<file path="src/design/four_lane_byte_hash_top_macros.svh">
// Assertion macros for the four-lane byte hash block.
// Used by the top level; expects i_clk and i_rst_n in the including scope.
`ifndef FOUR_LANE_BYTE_HASH_TOP_MACROS_SVH
`define FOUR_LANE_BYTE_HASH_TOP_MACROS_SVH

// Same-cycle implication, checked outside reset.
`define FLH_ASSERT_NOW(label, ante, cons) \
    label: assert property (@(posedge i_clk) disable iff (!i_rst_n) (ante) |-> (cons)) \
        else $error("flh assertion failed");

// Next-cycle implication, checked outside reset.
`define FLH_ASSERT_NEXT(label, ante, cons) \
    label: assert property (@(posedge i_clk) disable iff (!i_rst_n) (ante) |=> (cons)) \
        else $error("flh assertion failed");

`endif

</file>
<file path="src/design/flh_pkg.sv">
// Package for the four-lane byte hash: constants and the multiplier request types.
// No dependencies.
package flh_pkg;

    localparam int unsigned LANE_W = 64;
    localparam int unsigned HALF_W = 32;

    localparam logic [LANE_W-1:0] SEED0      = 64'hcbf29ce484222325;
    localparam logic [LANE_W-1:0] SEED1      = 64'h00000100000001b3;
    localparam logic [LANE_W-1:0] SEED2      = 64'h84222325cbf29ce4;
    localparam logic [LANE_W-1:0] SEED3      = 64'h9e3779b97f4a7c15;
    localparam logic [LANE_W-1:0] FNV_PRIME  = 64'h00000100000001b3;
    localparam logic [LANE_W-1:0] GOLDEN_MUL = 64'h9e3779b97f4a7c15;

    typedef struct packed {
        logic              start;
        logic [LANE_W-1:0] a;
        logic [LANE_W-1:0] b;
    } t_mul_req;

    typedef struct packed {
        logic              busy;
        logic              done;
        logic [LANE_W-1:0] p;
    } t_mul_rsp;

endpackage

</file>
<file path="src/design/flh_if.sv">
// Handshake interfaces for the input byte items and the digest items.
// No dependencies.
interface flh_in_if;
    logic       valid;
    logic       ready;
    logic [7:0] data_byte;
    logic       has_byte;
    logic       last;

    modport source (output valid, output data_byte, output has_byte, output last,
                    input ready);
    modport sink (input valid, input data_byte, input has_byte, input last,
                  output ready);
endinterface

interface flh_out_if;
    logic        valid;
    logic        ready;
    logic [63:0] digest_word0;
    logic [63:0] digest_word1;
    logic [63:0] digest_word2;
    logic [63:0] digest_word3;

    modport source (output valid, output digest_word0, output digest_word1,
                    output digest_word2, output digest_word3, input ready);
    modport sink (input valid, input digest_word0, input digest_word1,
                  input digest_word2, input digest_word3, output ready);
endinterface

</file>
<file path="src/design/flh_mul.sv">
// Iterative 64x64 multiplier giving the low 64 product bits from one 32x32 multiplier.
// Depends on flh_pkg.
module flh_mul
    import flh_pkg::*;
(
    input  logic     i_clk,
    input  logic     i_rst_n,
    input  t_mul_req i_req,
    output t_mul_rsp o_rsp
);

    logic              r_busy;
    logic              r_done;
    logic [1:0]        r_step;
    logic [LANE_W-1:0] r_a;
    logic [LANE_W-1:0] r_b;
    logic [LANE_W-1:0] r_prod;
    logic [LANE_W-1:0] r_acc;

    logic [HALF_W-1:0] w_ma;
    logic [HALF_W-1:0] w_mb;
    logic [LANE_W-1:0] w_prod;
    logic [LANE_W-1:0] w_cross;

    always_comb begin
        case (r_step)
            2'd1: begin
                w_ma = r_a[LANE_W-1:HALF_W];
                w_mb = r_b[HALF_W-1:0];
            end
            2'd2: begin
                w_ma = r_a[HALF_W-1:0];
                w_mb = r_b[LANE_W-1:HALF_W];
            end
            default: begin
                w_ma = r_a[HALF_W-1:0];
                w_mb = r_b[HALF_W-1:0];
            end
        endcase
    end

    assign w_prod  = LANE_W'(w_ma) * LANE_W'(w_mb);
    assign w_cross = {r_prod[HALF_W-1:0], {HALF_W{1'b0}}};

    always_ff @(posedge i_clk) begin
        if (!i_rst_n) begin
            r_busy <= 1'b0;
            r_done <= 1'b0;
            r_step <= 2'd0;
        end else begin
            r_done <= 1'b0;
            if (i_req.start && !r_busy) begin
                r_busy <= 1'b1;
                r_step <= 2'd0;
            end else if (r_busy) begin
                r_step <= r_step + 2'd1;
                if (r_step == 2'd3) begin
                    r_busy <= 1'b0;
                    r_done <= 1'b1;
                end
            end
        end
    end

    always_ff @(posedge i_clk) begin
        if (i_req.start && !r_busy) begin
            r_a <= i_req.a;
            r_b <= i_req.b;
        end
        if (r_busy) begin
            r_prod <= w_prod;
            case (r_step)
                2'd1:    r_acc <= r_prod;
                default: r_acc <= r_acc + w_cross;
            endcase
        end
    end

    assign o_rsp.busy = r_busy;
    assign o_rsp.done = r_done;
    assign o_rsp.p    = r_acc;

endmodule

</file>
<file path="src/design/four_lane_byte_hash_top.sv">
// Top level of the four-lane byte hash: lane ring, sequencer and digest register.
// Depends on flh_pkg, flh_if, flh_mul and four_lane_byte_hash_top_macros.svh.
//
//  channel   direction  payload
//  i_in      sink       data_byte[7:0], has_byte, last
//  o_out     source     digest_word0..3 [63:0]
//
// For a byte item the 64-bit multiply runs as three 32x32 partial products on one
// multiplier. An item with last then rotates the lane ring into order, runs four
// finalization multiplies, and loads the digest once the digest register is free.
// An item with neither byte nor last is accepted and leaves the lanes as they are.
// Reset reseeds the lanes at once. A finished digest waits in its register while
// the next message is absorbed.
`include "four_lane_byte_hash_top_macros.svh"

module four_lane_byte_hash_top
    import flh_pkg::*;
(
    input  logic      i_clk,
    input  logic      i_rst_n,
    flh_in_if.sink    i_in,
    flh_out_if.source o_out
);

    typedef enum logic [4:0] {
        S_IDLE  = 5'b00001,
        S_ABS   = 5'b00010,
        S_ALIGN = 5'b00100,
        S_FIN   = 5'b01000,
        S_EMIT  = 5'b10000
    } t_state;

    t_state            r_state, n_state;
    logic [LANE_W-1:0] r_ring [0:3];
    logic [LANE_W-1:0] n_ring [0:3];
    logic [1:0]        r_pos, n_pos;
    logic [1:0]        r_cnt, n_cnt;
    logic              r_last, n_last;
    logic              r_out_valid, n_out_valid;
    logic              w_load;
    logic [LANE_W-1:0] r_dw0, r_dw1, r_dw2, r_dw3;
    logic [LANE_W-1:0] w_mix;
    logic              w_in_acc;
    t_mul_req          w_mul_req;
    t_mul_rsp          w_mul_rsp;

    flh_mul u_mul (
        .i_clk   (i_clk),
        .i_rst_n (i_rst_n),
        .i_req   (w_mul_req),
        .o_rsp   (w_mul_rsp)
    );

    assign i_in.ready = (r_state == S_IDLE);
    assign w_in_acc   = i_in.valid && i_in.ready;
    assign w_mix      = r_ring[0] ^ (r_ring[1] << 13) ^ (r_ring[3] >> 7);

    always_comb begin
        n_state     = r_state;
        n_ring      = r_ring;
        n_pos       = r_pos;
        n_cnt       = r_cnt;
        n_last      = r_last;
        w_load      = 1'b0;
        w_mul_req.start = 1'b0;
        w_mul_req.a     = r_ring[0] ^ {{(LANE_W-8){1'b0}}, i_in.data_byte};
        w_mul_req.b     = FNV_PRIME;
        unique case (r_state)
            S_IDLE: begin
                if (w_in_acc) begin
                    n_last = i_in.last;
                    if (i_in.has_byte) begin
                        w_mul_req.start = 1'b1;
                        n_state = S_ABS;
                    end else if (i_in.last) begin
                        n_state = S_ALIGN;
                    end
                end
            end
            S_ABS: begin
                if (w_mul_rsp.done) begin
                    n_ring[0] = r_ring[1] ^ (w_mul_rsp.p >> 17);
                    n_ring[1] = r_ring[2];
                    n_ring[2] = r_ring[3];
                    n_ring[3] = w_mul_rsp.p;
                    n_pos     = r_pos + 2'd1;
                    n_state   = r_last ? S_ALIGN : S_IDLE;
                end
            end
            S_ALIGN: begin
                if (r_pos != 2'd0) begin
                    n_ring[0] = r_ring[1];
                    n_ring[1] = r_ring[2];
                    n_ring[2] = r_ring[3];
                    n_ring[3] = r_ring[0];
                    n_pos     = r_pos + 2'd1;
                end else begin
                    w_mul_req.start = 1'b1;
                    w_mul_req.a     = w_mix;
                    w_mul_req.b     = GOLDEN_MUL;
                    n_state         = S_FIN;
                end
            end
            S_FIN: begin
                if (w_mul_rsp.done) begin
                    n_ring[0] = r_ring[1];
                    n_ring[1] = r_ring[2];
                    n_ring[2] = r_ring[3];
                    n_ring[3] = w_mul_rsp.p;
                    n_cnt     = r_cnt + 2'd1;
                    n_state   = (r_cnt == 2'd3) ? S_EMIT : S_ALIGN;
                end
            end
            S_EMIT: begin
                if (!r_out_valid || o_out.ready) begin
                    w_load    = 1'b1;
                    n_ring[0] = SEED0;
                    n_ring[1] = SEED1;
                    n_ring[2] = SEED2;
                    n_ring[3] = SEED3;
                    n_pos     = 2'd0;
                    n_cnt     = 2'd0;
                    n_state   = S_IDLE;
                end
            end
            default: begin
                n_state = S_IDLE;
            end
        endcase
        n_out_valid = w_load ? 1'b1 : (r_out_valid && !o_out.ready);
    end

    always_ff @(posedge i_clk) begin
        if (!i_rst_n) begin
            r_state     <= S_IDLE;
            r_ring[0]   <= SEED0;
            r_ring[1]   <= SEED1;
            r_ring[2]   <= SEED2;
            r_ring[3]   <= SEED3;
            r_pos       <= 2'd0;
            r_cnt       <= 2'd0;
            r_last      <= 1'b0;
            r_out_valid <= 1'b0;
        end else begin
            r_state     <= n_state;
            r_ring      <= n_ring;
            r_pos       <= n_pos;
            r_cnt       <= n_cnt;
            r_last      <= n_last;
            r_out_valid <= n_out_valid;
        end
    end

    always_ff @(posedge i_clk) begin
        if (w_load) begin
            r_dw0 <= r_ring[0];
            r_dw1 <= r_ring[1];
            r_dw2 <= r_ring[2];
            r_dw3 <= r_ring[3];
        end
    end

    assign o_out.valid        = r_out_valid;
    assign o_out.digest_word0 = r_dw0;
    assign o_out.digest_word1 = r_dw1;
    assign o_out.digest_word2 = r_dw2;
    assign o_out.digest_word3 = r_dw3;

    `FLH_ASSERT_NOW(a_ready_mul_idle, i_in.ready, !w_mul_rsp.busy && !w_mul_rsp.done)
    `FLH_ASSERT_NOW(a_done_in_wait, w_mul_rsp.done, r_state == S_ABS || r_state == S_FIN)
    `FLH_ASSERT_NEXT(a_emit_reseeds, w_load, r_pos == 2'd0 && r_cnt == 2'd0 && r_out_valid)

endmodule

</file>
<file path="src/flat_wrapper.sv">
// flat-port wrapper written by rule: the top's interface ports become plain ports
module four_lane_byte_hash_top_flat import flh_pkg::*;
  (i_clk, i_rst_n, i_in_valid, i_in_data_byte, i_in_has_byte, i_in_last, i_in_ready, o_out_valid, o_out_digest_word0, o_out_digest_word1, o_out_digest_word2, o_out_digest_word3, o_out_ready);
  flh_in_if i_in_i ();
  flh_out_if o_out_i ();
  input  logic i_clk;
  input  logic i_rst_n;
  input wire logic [$bits(i_in_i.valid)-1:0] i_in_valid;
  input wire logic [$bits(i_in_i.data_byte)-1:0] i_in_data_byte;
  input wire logic [$bits(i_in_i.has_byte)-1:0] i_in_has_byte;
  input wire logic [$bits(i_in_i.last)-1:0] i_in_last;
  output wire logic [$bits(i_in_i.ready)-1:0] i_in_ready;
  output wire logic [$bits(o_out_i.valid)-1:0] o_out_valid;
  output wire logic [$bits(o_out_i.digest_word0)-1:0] o_out_digest_word0;
  output wire logic [$bits(o_out_i.digest_word1)-1:0] o_out_digest_word1;
  output wire logic [$bits(o_out_i.digest_word2)-1:0] o_out_digest_word2;
  output wire logic [$bits(o_out_i.digest_word3)-1:0] o_out_digest_word3;
  input wire logic [$bits(o_out_i.ready)-1:0] o_out_ready;
  assign i_in_i.valid = i_in_valid;
  assign i_in_i.data_byte = i_in_data_byte;
  assign i_in_i.has_byte = i_in_has_byte;
  assign i_in_i.last = i_in_last;
  assign i_in_ready = i_in_i.ready;
  assign o_out_valid = o_out_i.valid;
  assign o_out_digest_word0 = o_out_i.digest_word0;
  assign o_out_digest_word1 = o_out_i.digest_word1;
  assign o_out_digest_word2 = o_out_i.digest_word2;
  assign o_out_digest_word3 = o_out_i.digest_word3;
  assign o_out_i.ready = o_out_ready;
  four_lane_byte_hash_top u_core (.i_clk(i_clk), .i_rst_n(i_rst_n), .i_in(i_in_i), .o_out(o_out_i));
endmodule
</file>
<file path="config.mk">
export PLATFORM = sky130hd
export DESIGN_NAME = four_lane_byte_hash_top_flat
export DESIGN_NICKNAME = d
export VERILOG_FILES = /design/src/design/flh_pkg.sv /design/src/design/flh_if.sv /design/src/design/flh_mul.sv /design/src/design/four_lane_byte_hash_top.sv /design/src/flat_wrapper.sv
export VERILOG_INCLUDE_DIRS = /design/src /design/src/design
export SDC_FILE = /design/constraint.sdc
export NUM_CORES = 2
export LEC_CHECK = 0
export ABC_AREA = 1
export CAP_MARGIN = 20
export CORE_MARGIN = 2
export CORE_UTILIZATION = 30
export DETAILED_ROUTE_END_ITERATION = 10
export DONT_BUFFER_PORTS = 1
export GPL_ROUTABILITY_DRIVEN = 0
export HOLD_SLACK_MARGIN = 0.05
export SETUP_SLACK_MARGIN = 0.5
export SYNTH_ARGS = -nofsm -noshare
export SYNTH_HDL_FRONTEND = slang
export SYNTH_HIERARCHICAL = 1
export SYNTH_SLANG_ARGS = --single-unit
export TNS_END_PERCENT = 20
</file>
<file path="constraint.sdc">
create_clock -name i_clk -period 13.8 [get_ports i_clk]
set_clock_uncertainty 0.15 [all_clocks]
set_input_delay 1.38 -clock i_clk [delete_from_list [all_inputs] [get_ports i_clk]]
set_output_delay 1.38 -clock i_clk [all_outputs]
set_load 0.01 [all_outputs]
</file>
==> out/metrics.yaml <==
grt_pass1_vias: 55200
crit_required_ps: 14130
nNetsFinal: 9425
rr_worst_depth: 26
netlist_instances: 8365
layout-area-overhead-vs-synth_pct: 8.69
cts_tree: "built"
path_clk_slew_ps: 60
dr.pass1.iters: 6
multi_input_area_um2: 40600
fillers: 23900
endpoint_kind: "flip-flop"
grt_pass1_wl_mm: 367
fp.dieH_um: 485
dieArea_um2: 235000
grt_setup_unrepaired: "false"
min_period_over_period: 0.689
wl_per_cell_um: 22.1
maxSlewViolCount: 0
post-cts-setup-buffers: 0
tns_ps: 0
period_minus_slack_ps: 9510
row_count: 176
cp.arrival_ps: 9830
tightest_slew_ps: 1140
avgSynthCellArea_um2: 8.29
postCtsHoldBufs: 0
setup_viol: 0
max_slew_margin: 0.237
ys_warn_count: 6
clk_latency_ps: 720
fmax_mhz: 105
drt.antenna.violating_nets: 0
numCtsBuffers: 84
hold_violations: 0
cp_max_fo: 47
cts-root-buf: "clkbuf_16"
grt_usage: 0.209
die_w_um: 485
gr-total-overflow: 0
drcViolationCount: 0
worst_slack_ps: 4290
drt_iter0_markers: 6716
antenna_found_initial: 8
cts_resized: 0
pre_cts_ws_ps: 4580
grt_max_degree: 254
start_util: 0.302
route.vias.total: 56200
final-seq-area_um2: 20800
cts.sinks: 783
io_buffers: 0
h-tree-depth: 3
drt_wl_total_mm: 250
hpwl_mm: 190
hold_depth: 0
core_um2: 230000
status: "complete, no violations"
critPathKind: "flip-flop to flip-flop"
maxCapViolations: 0
vias_per_cell: 4.97
clk_path_buf_depth: 3
cp-start-kind: "flip-flop"
hold_class: "flip-flop to flip-flop"
ios: 272
synth_area_um2: 69400
drive_above_1_share: 0.0501
==> per-layer routing <==
metal	GRT usage	up-vias	part of all wire
met3	0.0545	705	0.12
li1	-	24500	-
met4	0.122	10	0.069
met5	0	-	0.00026
met1	0.272	27600	0.38
met2	0.311	3322	0.43
==> through the flow <==
stage / cell area [um^2] / hold slack [ps] / cells / utilization
after floorplan: 69400 / 258 / 8388 / -
after global placement: 72300 / 266 / 11200 / 0.315
after detailed placement: 72300 / 271 / 11200 / 0.315
after CTS: 75300 / 284 / 11300 / 0.328
after global routing: 75400 / 301 / 11300 / 0.328
final: 75400 / 284 / 11300 / 0.328
==> state kept, by name, summed over array words and instances (netlist names), 2 cells and up <==
name                       count
u_core/u_mul/r_prod           64
u_core/u_mul/r_step            2
u_core/r_state                 5
u_core/u_mul/r_b              64
u_core/u_mul/r_a              64
u_core/r_cnt                   2
u_core/u_mul/r_acc            64
u_core/o_out.digest_word0     64
u_core/r_pos                   2
u_core/o_out.digest_word1     64
u_core/r_ring                256
u_core/o_out.digest_word3     64
u_core/o_out.digest_word2     64
==> layout make-up <==
class	instances	share of cell area
diodes	1	0.0000332
clock buffers	104	0.0298
clock inverters	52	0.00969
inverters	1741	0.0867
multi-input cells	5519	0.538
flip-flops and latches	783	0.276
well taps	3026	0.0502
repair buffers	86	0.00916
==> path summary, 6_finish.rpt <==
path         slack, ps                   start                            end
max               4290  u_core/u_mul/r_step[1]        u_core/u_mul/r_prod[56]
min                280      u_core/r_ring[190]  u_core/o_out.digest_word1[62]
max reg2reg       4290  u_core/u_mul/r_step[1]        u_core/u_mul/r_prod[56]
min reg2reg        280      u_core/r_ring[190]  u_core/o_out.digest_word1[62]
==> critical path, cell delays in order (launching register included) <==
cell and delay (ps):
dfxtp_1 360, inv_1 110, ha_4 400, buf_4 630
nand2_1 150, o21ai_2 190, buf_4 460, inv_1 460
nor2_1 270, fa_1 470, fa_1 550, inv_1 60
fa_1 490, fa_1 540, inv_1 50, fa_1 550
fa_1 470, fa_1 450, ha_1 230, ha_1 560
nand2_1 200, nor3_1 810, nand2_1 190, nand2_1 110
nor2_1 130, nand4_1 120, nand2_1 50
==> cells in the final DEF, fill, tap and decap left out, drive strengths merged, types with 25 or more instances in the layout <==
cell,count
inv,1741
buf,86
conb,25
nor2,1139
edfxtp,512
nor3,26
nand4,57
a21oi,118
nand2,2199
nand3,398
ha,299
clkinv,36
fa,897
dfxtp,271
o21ai,128
clkbuf,104
xor2,157
Power is left out: the tool's default activity adds up to more than one toggle a clock period on the data nets, which glitch-free logic cannot reach.
